--- src/rtl/rme_pkg.sv ---
`timescale 1ns / 1ps
package rme_pkg;

   localparam int FRAC_BITS     = 16;
   localparam int CORDIC_STAGES = 18;
   localparam int SQRT_STEPS    = 32;
   // S0, S1, square root steps, pre-rotation, CORDIC stages
   localparam int NUM_STAGES    = 2 + SQRT_STEPS + 1 + CORDIC_STAGES;

   localparam logic signed [39:0] PI_Q32     = 40'sd13493037705;
   localparam logic signed [39:0] TWO_PI_Q32 = 40'sd26986075409;
   localparam logic [16:0]        THR_RESET  = 17'd65470;

   // atan(2^-i) in radians * 2^32
   localparam logic signed [39:0] ATAN_TAB [32] = '{
      40'sd3373259426, 40'sd1991351318, 40'sd1052175346, 40'sd534100635,
      40'sd268086748, 40'sd134174063, 40'sd67103403, 40'sd33553749,
      40'sd16777131, 40'sd8388597, 40'sd4194303, 40'sd2097152,
      40'sd1048576, 40'sd524288, 40'sd262144, 40'sd131072,
      40'sd65536, 40'sd32768, 40'sd16384, 40'sd8192,
      40'sd4096, 40'sd2048, 40'sd1024, 40'sd512,
      40'sd256, 40'sd128, 40'sd64, 40'sd32,
      40'sd16, 40'sd8, 40'sd4, 40'sd2
   };

   // operands that ride along with the square root
   typedef struct packed {
      logic signed [17:0] ry;
      logic signed [17:0] rx;
      logic signed [18:0] hy;
      logic signed [18:0] hx;
      logic signed [18:0] py;
      logic               hpi;
   } side_type;

   typedef struct packed {
      logic [63:0] rem;
      logic [63:0] res;
      side_type    side;
   } sqrt_type;

   typedef struct packed {
      logic signed [47:0] x;
      logic signed [47:0] y;
      logic signed [39:0] z;
      logic               done;
   } lane_type;

   // quadrant fold ahead of the vectoring iterations
   function automatic lane_type cordic_pre(input logic signed [47:0] y,
                                           input logic signed [47:0] x,
                                           input logic signed [39:0] z0);
      lane_type l;
      l.x    = x;
      l.y    = y;
      l.z    = z0;
      l.done = 1'b0;
      if (y == 48'sd0) begin
         l.done = 1'b1;
         if (x < 48'sd0) l.z = z0 + PI_Q32;
      end else if (x < 48'sd0) begin
         l.z = (y > 48'sd0) ? z0 + PI_Q32 : z0 - PI_Q32;
         l.x = -x;
         l.y = -y;
      end
      return l;
   endfunction

   // optional wrap by 2*pi, then round half up to FRAC_BITS
   function automatic logic signed [39:0] round_z(input logic signed [39:0] z,
                                                  input logic wrap);
      logic signed [39:0] a;
      a = 40'sd1 <<< (31 - FRAC_BITS);
      if (wrap && z < 40'sd0) a = a + TWO_PI_Q32;
      return (z + a) >>> (32 - FRAC_BITS);
   endfunction

endpackage

--- src/rtl/rme_sqrt_cell.sv ---
`timescale 1ns / 1ps
module rme_sqrt_cell (
   input  logic              clock,
   input  logic              en,
   input  logic [4:0]        step,
   input  rme_pkg::sqrt_type d_in,
   output rme_pkg::sqrt_type d_out
);
   import rme_pkg::*;

   sqrt_type    q_ff, q_in;
   logic [5:0]  sh;
   logic [63:0] b, t;

   // one result bit of the floor square root
   always_comb begin
      sh   = 6'd62 - {step, 1'b0};
      b    = 64'd1 << sh;
      t    = d_in.res + b;
      q_in = d_in;
      if (d_in.rem >= t) begin
         q_in.rem = d_in.rem - t;
         q_in.res = (d_in.res >> 1) + b;
      end else begin
         q_in.res = d_in.res >> 1;
      end
   end

   always_ff @(posedge clock) begin
      if (en) q_ff <= q_in;
   end

   assign d_out = q_ff;
endmodule

--- config.mk ---
export PLATFORM = sky130hd
export DESIGN_NAME = rme_sqrt_cell
export DESIGN_NICKNAME = d
export VERILOG_FILES = /design/src/rtl/rme_pkg.sv /design/src/rtl/rme_sqrt_cell.sv
export SDC_FILE = /design/constraint.sdc
export NUM_CORES = 1
export LEC_CHECK = 0
export BUFFER_PORTS_ARGS = -buffer_cell sky130_fd_sc_hd__buf_4
export CORE_ASPECT_RATIO = 0.75
export CORE_MARGIN = 3
export CORE_UTILIZATION = 50
export DETAILED_ROUTE_END_ITERATION = 10
export PLACE_DENSITY = 0.87
export SLEW_MARGIN = 30
export SYNTH_ARGS = -nofsm -noshare
export SYNTH_HDL_FRONTEND = slang
export SYNTH_SLANG_ARGS = --single-unit
--- constraint.sdc ---
create_clock -name clock -period 8.3 [get_ports clock]
set_clock_uncertainty 0.1 [all_clocks]
set_input_delay 0.415 -clock clock [delete_from_list [all_inputs] [get_ports clock]]
set_output_delay 0.415 -clock clock [all_outputs]
set_load 0.005 [all_outputs]
==> PnR_summary.wiki <==
{| class="wikitable"
! Metric !! Value
|-
| Setup Crit Path Kind || input pin to flop
|-
| Arrival @ worst endpoint || 6.69 ns
|-
| TritonCTS Sinks || 222
|-
| Vertical die dimension || 166 µm
|-
| Yosys Warn Count || 0
|-
| Dpl hpwl || 44400 µm
|-
| Pre-Repair DR Iteration Count || 7
|-
| Internal || 2.56 mW
|-
| Pwr dens || 165 nW/µm²
|-
| Via count of the first global-routing pass || between 15000 and 20000
|-
| Starting density of the core || 51.5%
|-
| Main flop type after synthesis || sky130_fd_sc_hd__edfxtp_1
|-
| Final number of max-transition violations || 0
|-
| Fraction of post-synthesis cell area in the top cell type by area || between 30 and 40%
|-
| Signed area change from the synthesized netlist to the final layout || 32.3%
|-
| Grt ovf || 0
|-
| Number of flops mapped to enable cells by yosys || 222
|-
| Cts bufs inserted || 25
|-
| Detailed-route via count || 16500
|-
| VDD IR max || 0.229 mV
|-
| Final critical-path share of the clock period || 78.6%
|-
| Number of levels in the clock H-tree || 1
|-
| Gates resized, CTS repair || 0
|-
| Post-synth top area cell || sky130_fd_sc_hd__edfxtp_1
|-
| Number of unique standard cell types used by synthesis || 91
|-
| Iteration-0 DRC count of the detailed router || 1593
|-
| Number of buffer cells added on primary ports || 450
|-
| Combinational share of power || 29.1%
|-
| Maximum number of pins on one net before global-route repair || between 80 and 90
|-
| Most frequent cells in the layout || 452 x sky130_fd_sc_hd__buf_4, 222 x sky130_fd_sc_hd__edfxtp_1, 199 x sky130_fd_sc_hd__nand2_1
|-
| Total power consumption of the routed design || about 3.7 mW
|-
| CTS tree || done
|-
| Cell types occupying the most area after synthesis || sky130_fd_sc_hd__edfxtp_1 39%, sky130_fd_sc_hd__ha_1 9.3%, sky130_fd_sc_hd__xor2_1 4.8%
|-
| Register area || 6670 µm²
|-
| Fillers || 2661
|-
| Tightest slew margin relative to the limit || 40.1%
|-
| Post-Synthesis Net Count || 2172
|-
| Root Driver || sky130_fd_sc_hd__clkbuf_16
|-
| Number of buffers on the longest clock path || 3
|-
| Total negative slack for setup checks || 0 ns
|-
| Die Outline Area || 36200 µm²
|-
| Clock-pin transition on the worst setup and hold timing paths || 0.06 ns
|-
| Placeable Area || 32900 µm²
|-
| I/O pins || 451
|-
| Commonest non-fill, non-tap cell in the layout || sky130_fd_sc_hd__buf_4
|-
| Number of hold violations in the final report || 0
|-
| Post-synthesis sequential element count || 222
|-
| Static Leakage || 9.21 nW
|-
| Number of core rows || 57
|-
| Period minus WS final || around 6.5 ns
|-
| Highest Clock Rate || 0.153 GHz
|-
| Worst EP required || 8.46 ns
|-
| Global routing's busiest layer || met2
|-
| Final-report setup violation count || 0
|-
| Number of flip-flops under the largest register name || between 200 and 250
|-
| Die width || ~220 µm
|-
| Pin slew with the least headroom to its limit || 0.898 ns
|-
| Fraction of met1 tracks used by global routing || 39.5%
|-
| Status || finished, final reports clean
|-
| Clock power share || roughly a third
|-
| Sequential share of the synthesized area || 39.2%
|-
| Sequential share of power || about two fifths
|-
| Gate count of the mapped netlist || 1816
|-
| Hold Path Class || input pin to flop
|-
| Number of violations of the max-capacitance limit || 0
|-
| Total wire length || 58900 µm
|-
| Wire length of the first global-routing pass || 88100 µm
|-
| Number of antenna violations at the first check in global routing || 4
|-
| Met2 Usage GRT || 52.3%
|-
| Hold-fix buffers, CTS || 94
|-
| Post-route DRC || 0
|-
| Global-route total usage across every layer || ~30%
|-
| Via density per instance || around 5.9
|-
| Fraction of power spent switching nets || 30.8%
|-
| Final GP Congestion || 0.984
|-
| Syn Std Cell Area || 17000 µm²
|-
| Max FO, Critical Path || 41
|-
| Footprint of the multi-input gates || 9810 µm²
|-
| Number of nets in the layout || 2677
|-
| Core occupancy in the finished layout || 68.2%
|-
| Net load switching power || ~1.1 mW
|-
| Post-CTS Setup Bufs || 0
|-
| RSZ-0062 raised after global routing || false
|-
| Met3 usage in global routing || under 10%
|-
| ANT nets after route || 0
|-
| Ys async rst share || 0%
|-
| Startpoint types || input pin
|-
| Mean routed wirelength per cell || 21.2 µm
|-
| Category of the worst setup path capture point || flop
|-
| Synthesized area divided by synthesized cell count || between 9 and 10 µm²
|-
| Share of final-layout standard cells stronger than drive strength 1 || 25.3%
|}
==> final timing paths <==
check | startpoint | endpoint | slack, ns | depth (start not counted)
worst max-delay path | step[0] | d_out[138] | 1.78 | 26
worst min-delay path | d_in[166] | d_out[166] | 0.06 | 3
==> per-stage QoR <==
step | hold slack (ns) | instance area (µm²) | cells | worst slack (ns)
6_report | 0.0578 | 22500 | 2784 | 1.78
5_1_grt | 0.0585 | 22500 | 2784 | 1.47
4_1_cts | 0.0263 | 22500 | 2782 | 1.88
3_5_place_dp | 0.494 | 20700 | 2642 | 1.30
3_3_place_gp | 0.493 | 20600 | 2640 | 1.28
2_1_floorplan | 0.414 | 17000 | 1816 | 2.19
==> critical path, cell delays in order <==
cell                       delay (ns)
sky130_fd_sc_hd__buf_4           0.13
sky130_fd_sc_hd__or2_2           0.41
sky130_fd_sc_hd__nor2_1          0.18
sky130_fd_sc_hd__ha_1            0.29
sky130_fd_sc_hd__a31o_1          0.25
sky130_fd_sc_hd__a31oi_1         0.35
sky130_fd_sc_hd__o31ai_4         0.19
sky130_fd_sc_hd__a211oi_4        0.35
sky130_fd_sc_hd__a22o_4          0.20
sky130_fd_sc_hd__o21ai_2         0.08
sky130_fd_sc_hd__a221o_2         0.39
sky130_fd_sc_hd__a21oi_2         0.22
sky130_fd_sc_hd__inv_1           0.07
sky130_fd_sc_hd__a31oi_1         0.20
sky130_fd_sc_hd__xor2_1          0.22
sky130_fd_sc_hd__ha_1            0.35
sky130_fd_sc_hd__a21o_1          0.21
sky130_fd_sc_hd__a21o_1          0.17
sky130_fd_sc_hd__a21oi_1         0.23
sky130_fd_sc_hd__nand2_1         0.08
sky130_fd_sc_hd__o41a_1          0.49
sky130_fd_sc_hd__a221o_4         0.57
sky130_fd_sc_hd__buf_12          0.24
sky130_fd_sc_hd__buf_12          0.19
sky130_fd_sc_hd__nand2_1         0.08
sky130_fd_sc_hd__o21ai_0         0.11
==> synthesized netlist by cell type, types with 28 or more instances <==
master and count:
sky130_fd_sc_hd__nand2_1 199, sky130_fd_sc_hd__o21bai_1 28, sky130_fd_sc_hd__a21o_1 40, sky130_fd_sc_hd__inv_1 34, sky130_fd_sc_hd__nor2_1 182, sky130_fd_sc_hd__edfxtp_1 222
sky130_fd_sc_hd__a31oi_1 52, sky130_fd_sc_hd__o21ai_0 121, sky130_fd_sc_hd__nand3_1 30, sky130_fd_sc_hd__nand4_1 43, sky130_fd_sc_hd__ha_1 126, sky130_fd_sc_hd__clkbuf_1 45
sky130_fd_sc_hd__xor2_1 93, sky130_fd_sc_hd__a21oi_1 159, sky130_fd_sc_hd__xnor2_1 87
==> power by group through the flow <==
stage	registers, mW	logic, mW	clock network (mW)
global placement	1.45	0.994	0
detailed placement	1.45	1.02	0
global route	1.44	1.16	1.25
CTS	1.43	1.06	1.20
finish	1.43	1.07	1.19
floorplan	1.46	0.536	0
==> routing by layer <==
metal	vias up	wire [µm]
met3	121	5770
met1	7745	23100
met5	-	29
met2	870	28200
li1	7793	-
met4	4	1760
==> final cells by class <==
class / instances / area share (%)
Antenna cell: 2 / 0.0223
Clock buffer: 25 / 2.78
Clock inverter: 21 / 1.04
Inverter: 34 / 0.568
Multi-Input combinational cell: 1486 / 43.7
Sequential cell: 222 / 29.7
Tap cell: 442 / 2.46
Timing Repair Buffer: 552 / 19.8
==> logic make-up (layout without fill, tap and decap cells) <==
kind of cell,count (synthesis),in the layout,synth area share [%]
and+or+nand+nor,613,613,17.1
AOI/OAI and AO/OA,565,565,21.8
DFF,222,222,39.2
xor gates and xnor gates,180,180,9.28
adders and majority gates,128,128,9.46
buffers and inverters,108,632,3.12
other,0,2,0
Power figures use the tool's default switching activity.
