`config.mk`:
```
export PLATFORM = sky130hd
export DESIGN_NAME = rme_cordic_cell
export DESIGN_NICKNAME = d
export VERILOG_FILES = /design/src/rtl/rme_pkg.sv /design/src/rtl/rme_cordic_cell.sv
export SDC_FILE = /design/constraint.sdc
export NUM_CORES = 1
export LEC_CHECK = 0
export ABC_CLOCK_PERIOD_IN_PS = 11130
export BUFFER_PORTS_ARGS = -buffer_cell sky130_fd_sc_hd__buf_4
export CAP_MARGIN = 30
export CORE_MARGIN = 1.5
export CORE_UTILIZATION = 30
export DETAILED_ROUTE_END_ITERATION = 8
export SYNTH_ARGS = -nofsm -noshare
export SYNTH_HDL_FRONTEND = slang
export SYNTH_SLANG_ARGS = --single-unit
```
`constraint.sdc`:
```
create_clock -name clock -period 11.13 [get_ports clock]
set_input_delay 2.226 -clock clock [delete_from_list [all_inputs] [get_ports clock]]
set_output_delay 2.226 -clock clock [all_outputs]
set_load 0.01 [all_outputs]
```
`src/rtl/rme_pkg.sv`:
```
`timescale 1ns / 1ps
package rme_pkg;

   localparam int FRAC_BITS     = 16;
   localparam int CORDIC_STAGES = 18;
   localparam int SQRT_STEPS    = 32;
   // S0, S1, square root steps, pre-rotation, CORDIC stages
   localparam int NUM_STAGES    = 2 + SQRT_STEPS + 1 + CORDIC_STAGES;

   localparam logic signed [39:0] PI_Q32     = 40'sd13493037705;
   localparam logic signed [39:0] TWO_PI_Q32 = 40'sd26986075409;
   localparam logic [16:0]        THR_RESET  = 17'd65470;

   // atan(2^-i) in radians * 2^32
   localparam logic signed [39:0] ATAN_TAB [32] = '{
      40'sd3373259426, 40'sd1991351318, 40'sd1052175346, 40'sd534100635,
      40'sd268086748, 40'sd134174063, 40'sd67103403, 40'sd33553749,
      40'sd16777131, 40'sd8388597, 40'sd4194303, 40'sd2097152,
      40'sd1048576, 40'sd524288, 40'sd262144, 40'sd131072,
      40'sd65536, 40'sd32768, 40'sd16384, 40'sd8192,
      40'sd4096, 40'sd2048, 40'sd1024, 40'sd512,
      40'sd256, 40'sd128, 40'sd64, 40'sd32,
      40'sd16, 40'sd8, 40'sd4, 40'sd2
   };

   // operands that ride along with the square root
   typedef struct packed {
      logic signed [17:0] ry;
      logic signed [17:0] rx;
      logic signed [18:0] hy;
      logic signed [18:0] hx;
      logic signed [18:0] py;
      logic               hpi;
   } side_type;

   typedef struct packed {
      logic [63:0] rem;
      logic [63:0] res;
      side_type    side;
   } sqrt_type;

   typedef struct packed {
      logic signed [47:0] x;
      logic signed [47:0] y;
      logic signed [39:0] z;
      logic               done;
   } lane_type;

   // quadrant fold ahead of the vectoring iterations
   function automatic lane_type cordic_pre(input logic signed [47:0] y,
                                           input logic signed [47:0] x,
                                           input logic signed [39:0] z0);
      lane_type l;
      l.x    = x;
      l.y    = y;
      l.z    = z0;
      l.done = 1'b0;
      if (y == 48'sd0) begin
         l.done = 1'b1;
         if (x < 48'sd0) l.z = z0 + PI_Q32;
      end else if (x < 48'sd0) begin
         l.z = (y > 48'sd0) ? z0 + PI_Q32 : z0 - PI_Q32;
         l.x = -x;
         l.y = -y;
      end
      return l;
   endfunction

   // optional wrap by 2*pi, then round half up to FRAC_BITS
   function automatic logic signed [39:0] round_z(input logic signed [39:0] z,
                                                  input logic wrap);
      logic signed [39:0] a;
      a = 40'sd1 <<< (31 - FRAC_BITS);
      if (wrap && z < 40'sd0) a = a + TWO_PI_Q32;
      return (z + a) >>> (32 - FRAC_BITS);
   endfunction

endpackage

```
`src/rtl/rme_cordic_cell.sv`:
```
`timescale 1ns / 1ps
module rme_cordic_cell (
   input  logic              clock,
   input  logic              en,
   input  logic [4:0]        step,
   input  rme_pkg::lane_type d_in,
   output rme_pkg::lane_type d_out
);
   import rme_pkg::*;

   lane_type           q_ff, q_in;
   logic signed [47:0] xs, ys;

   // one vectoring micro-rotation
   always_comb begin
      xs   = d_in.x >>> step;
      ys   = d_in.y >>> step;
      q_in = d_in;
      if (!d_in.done) begin
         if (d_in.y >= 48'sd0) begin
            q_in.x = d_in.x + ys;
            q_in.y = d_in.y - xs;
            q_in.z = d_in.z + ATAN_TAB[step];
         end else begin
            q_in.x = d_in.x - ys;
            q_in.y = d_in.y + xs;
            q_in.z = d_in.z - ATAN_TAB[step];
         end
      end
   end

   always_ff @(posedge clock) begin
      if (en) q_ff <= q_in;
   end

   assign d_out = q_ff;
endmodule
```
==> out/results.txt, run 1 <==
total CTS buffers: 17
PortBufs: 280
slowest CP cell: nor4b_1
vias in the first global route: 21667
Max Clk Rate: 108 MHz
fraction of registers with async set/reset: 0
largest net degree at the start of global routing: 97
commonest non-fill, non-tap cell in the layout: nand2_1
DR iter-0 viols: 2318
area of the core: 76300 um^2
number of remaining DRC errors: 0
Mapped Area: 23300 um^2
relative slew slack: 0.392
syn nets: 3078
synth top area cells: edfxtp_1, mux4_2, ha_1, o21ai_0, nand2_1
first drt pass iteration count: 6
min Tclk post-route: 9.22 ns
crit-path max FO: 89
Setup TNS Final: 0 ns
Buf/Inv on CP: 3
part of the cycle the worst path needs: 0.828
num ports: 281
grt ovf: 0
Critical Path AT: 9.42 ns
CP max stage delay: 0.72 ns
Layout area overhead: 15.2%
Crit Path Class: input pin to register
TritonCTS clock tree: built
initial antenna violation count: 5
top-area cell type share of the netlist area: 0.177
CTS Hold Bufs: 0
Die H: 282 um
Max Transition Viols Final: 0
Least-Margin Pin Slew: 0.908 ns
routed vias/inst: 5.77
root buffer cell: clkbuf_16
Layout fillers: 8090
peak supply drop: 0.000125 V
Mapped Cells: 2773
nature of the critical path endpoint: register
DPL Wire Length: 71.7 mm
#FFs+latches synth: 137
CTS Buffer Depth: 2
Seq/Total Area, Yosys: 0.177
most frequent cells in the layout: nand2_1, buf_4, o21ai_0
Hold Path End: d_out[3]$_DFFE_PP_
area of the multi-input gates: 18200 um^2
max reg flops: 137
H-tree levels: 4
Synth cell types: 101
Sink Count: 137
Crit path max-delay family: compound AO/OA/AOI/OAI gates
Syn Area/Cell: 8.40 um^2
hold crit path type: input pin to register
WL/cell: 22.9 um
crit path launch type: input pin
Hold Fails Final Rpt: 0
hold path startpoint: d_in[3]
most frequent CP cell: o21ai_0
LEAKAGE: 10.6 nW
Vias: 22941
first-pass GRT wire length: 135 mm
initial core utilization: 0.305
Final Net Count: 3237
postcts setup bufs: 0
worst hold path depth: 3
Worst EP required: 11.33 ns
Die Span X: 282 um
row count: 101
RSZ-0062 raised after global routing: false
post-CTS resize count: 0
final antenna-violating net count: 0
Crit. path cell count: 22
Hold Worst Slack: 2.03 ns
FF+latch area: 4110 um^2
final wirelength: 91.0 mm
total die area: 79300 um^2
Ys Warns: 0
clk slew on worst S/H paths: 0.07 ns
max-cap violations: 0
pwr dens: 122 nW/um^2
CP Cell Sequence: buf_6 > buf_4 > mux4_1 > mux2_2 > mux2i_1 > o221ai_1 > nor4b_1 > nor4bb_1 > buf_4 > nand2_1 > o21ai_0 > xor2_1 > ha_1 > a211oi_1 > nand2_1 > o31ai_1 > o21ai_0 > a2111oi_0 > o21ai_0 > a31oi_1 > xor2_1 > o21ai_0
GP Congestion: 0.974
Post-synth EDFFs: 137
Synth Flop Type: edfxtp_1
status: finished clean
fraction of layout cells with a size suffix above 1: 0.198
Global Route Usage Sum: 0.225
Yosys top cell by area: edfxtp_1
final setup vio count: 0
[metal layers]
metal | up-vias | GRT usage | share of wire | routed length [um]
met2 | 960 | 0.388 | 0.49 | 44300
li1 | 10912 | - | - | -
met3 | 177 | 0.0404 | 0.070 | 6380
met4 | 8 | 0.0935 | 0.040 | 3630
met5 | - | 0 | 0.00057 | 52
met1 | 10884 | 0.274 | 0.40 | 36700
[per-stage QoR]
stage	total power, mW	utilization	cells	cell area, um^2	setup slack (ns)
CTS	3.30	0.351	3973	26800	2.03
global route	3.50	0.351	3973	26800	1.38
detailed placement	2.57	0.343	3943	26200	1.53
floorplan	1.99	-	2773	23300	1.96
global placement	2.57	0.342	3941	26100	1.56
finish	3.27	0.352	3974	26800	1.91
[where the power goes]
group	leakage (nW)	switching [mW]	internal, mW
Sequential	1.34	0.0285	0.687
Clock	0.324	0.261	0.438
Combinational	8.98	1.08	0.781
[cells by family after synthesis]
logic type | Yosys count | share of synthesized area
AOI/OAI and AO/OA | 887 | 0.244
and+or+nand+nor | 853 | 0.175
muxes | 290 | 0.192
buffers and inverters | 227 | 0.0427
xor gates and xnor gates | 218 | 0.0820
adders and majority gates | 161 | 0.0875
DFF | 137 | 0.177
[how the worst max path moves through the flow]
stage | from | end | slack [ns]
CTS | step[2] | d_out[66]$_DFFE_PP_ | 2.03
finish | step[2] | d_out[66]$_DFFE_PP_ | 1.91
detailed placement | step[2] | d_out[66]$_DFFE_PP_ | 1.53
floorplan | step[0] | d_out[40]$_DFFE_PP_ | 1.96
global placement | step[2] | d_out[66]$_DFFE_PP_ | 1.56
global route | step[2] | d_out[66]$_DFFE_PP_ | 1.38
[cell usage after synthesis, types with 16 or more instances]
cell type,count
mux4_2,114
nand2b_1,45
o21ai_0,265
clkbuf_1,91
a211oi_1,35
o211ai_1,25
o21a_1,20
nor3_1,51
o31ai_1,46
mux2_2,80
o22ai_1,27
nand3_1,53
buf_1,23
o21bai_1,16
nand4_1,31
a21o_1,79
buf_2,33
xor2_1,98
a21oi_1,185
nor2b_1,22
nor2_1,172
xnor2_1,120
or2_2,23
inv_1,56
and3_1,21
and2_1,23
mux2i_1,93
a22oi_1,16
a31oi_1,29
nand2_1,343
ha_1,158
edfxtp_1,137
[layout make-up]
cell class | instances | share of cell area
flip-flops and latches | 137 | 0.153
repair buffers | 307 | 0.0871
well taps | 1030 | 0.0480
diodes | 1 | 0.0000933
inverters | 60 | 0.00839
clock buffers | 17 | 0.0159
multi-input cells | 2409 | 0.678
clock inverters | 13 | 0.00937
(Power assumes the default switching activity.)
==> run 2, diff against run 1 <==
ABC_CLOCK_PERIOD_IN_PS = 8210   (was 11130)
clock period = 8.21 ns   (was 11.13 ns; I/O delays follow)
==> out/results.txt, run 2 (synthesized netlist as in run 1, its figures left out) <==
status: finished clean
Global Route Usage Sum: 0.231
peak supply drop: 0.000149 V
total CTS buffers: 17
WL/cell: 22.8 um
part of the cycle the worst path needs: 0.924
final setup vio count: 0
relative slew slack: 0.326
final worst setup slack: 0.623 ns
Die Span X: 282 um
Final Net Count: 3348
pre-CTS setup slack: 0.156 ns
crit-path max FO: 51
max reg flops: 137
Least-Margin Pin Slew: 1.01 ns
nature of the critical path endpoint: register
fraction of layout cells with a size suffix above 1: 0.227
post-CTS resize count: 0
Layout area overhead: 18.7%
GP Congestion: 0.968
pwr dens: 160 nW/um^2
initial antenna violation count: 4
Hold Path End: d_out[6]$_DFFE_PP_
hold path startpoint: d_in[6]
Max Transition Viols Final: 0
worst hold path depth: 2
CTS Hold Bufs: 0
area of the core: 76300 um^2
most frequent cells in the layout: buf_4, nand2_1, o21ai_0
Final Cell Area: 27600 um^2
grt ovf: 0
TritonCTS clock tree: built
final wirelength: 93.2 mm
first-pass GRT wire length: 139 mm
commonest non-fill, non-tap cell in the layout: buf_4
Vias: 23417
Hold Worst Slack: 1.45 ns
DP Area: 27100 um^2
final antenna-violating net count: 0
crit path launch type: input pin
first drt pass iteration count: 7
number of remaining DRC errors: 0
clk slew on worst S/H paths: 0.07 ns
Die H: 282 um
initial core utilization: 0.305
Sink Count: 137
Max Clk Rate: 132 MHz
DPL Wire Length: 74.2 mm
Crit Path Class: input pin to register
H-tree levels: 4
Layout fillers: 7959
hold crit path type: input pin to register
max-cap violations: 0
postcts setup bufs: 0
min Tclk post-route: 7.59 ns
Worst EP required: 8.42 ns
row count: 101
routed vias/inst: 5.73
CTS Buffer Depth: 2
largest net degree at the start of global routing: 97
LEAKAGE: 11.1 nW
Setup TNS Final: 0 ns
Critical Path AT: 7.80 ns
vias in the first global route: 22178
RSZ-0062 raised after global routing: false
DR iter-0 viols: 2304
total die area: 79300 um^2
PortBufs: 280
Hold Fails Final Rpt: 0
root buffer cell: clkbuf_16
num ports: 281
-- run 2: cell count changes in the layout (fill, tap and decap cells not counted) --
cell,delta
buf_2,-1
clkinvlp_4,+4
clkbuf_1,+1
buf_12,+8
clkinv_1,-1
clkinv_4,-1
clkinv_2,+2
inv_6,+3
bufinv_16,-6
buf_4,+104
-- run 2: per-stage QoR --
stage	utilization	total power [mW]	instances
2_1_floorplan	-	2.70	2773
3_5_place_dp	0.355	3.62	4054
6_report	0.362	4.41	4087
3_3_place_gp	0.355	3.62	4053
4_1_cts	0.362	4.44	4086
5_1_grt	0.362	4.73	4086
-- run 2: power by group --
part | switching (mW) | total, mW | internal, mW
combinational | 1.50 | 2.66 | 1.15
clock | 0.372 | 0.788 | 0.416
sequential | 0.0365 | 0.967 | 0.931
-- run 2: worst max path at each step --
stage / from / cells after the start / to
2_1_floorplan: step[0] / 30 / d_out[40]$_DFFE_PP_
3_3_place_gp: step[2] / 22 / d_out[85]$_DFFE_PP_
3_5_place_dp: step[2] / 21 / d_out[134]$_DFFE_PP_
4_1_cts: step[2] / 21 / d_out[134]$_DFFE_PP_
5_1_grt: step[2] / 21 / d_out[134]$_DFFE_PP_
6_report: step[2] / 21 / d_out[134]$_DFFE_PP_
-- run 2: area by class of cell --
type	instances	area, um^2	share of cell area
Clock inverter	14	125	0.00453
Inverter	60	225	0.00815
Sequential cell	137	4110	0.149
Antenna cell	1	2.50	0.0000905
Tap cell	1030	1290	0.0466
Timing Repair Buffer	418	3270	0.118
Multi-Input combinational cell	2409	18200	0.658
Clock buffer	18	429	0.0155
-- run 2: worst max-delay path: stages --
cell	delay [ns]
buf_6	0.27
buf_12	0.30
buf_4	0.36
mux2_1	0.43
mux4_2	0.52
a222oi_1	0.31
inv_1	0.15
a311o_1	0.43
nor2_1	0.13
nand4_1	0.14
or4b_1	0.57
o21ai_1	0.19
xnor2_1	0.09
ha_1	0.35
nand2_1	0.08
nor4b_1	0.42
nand3_1	0.22
a31oi_1	0.26
a31oi_1	0.22
o41ai_1	0.49
o311ai_0	0.18
-- run 2: routing by layer --
metal | global-route usage | wire [um] | up-vias
li1 | - | - | 11154
met1 | 0.285 | 38000 | 11120
met3 | 0.0412 | 6200 | 153
met5 | 0 | 34 | -
met2 | 0.398 | 45600 | 986
met4 | 0.0895 | 3360 | 4
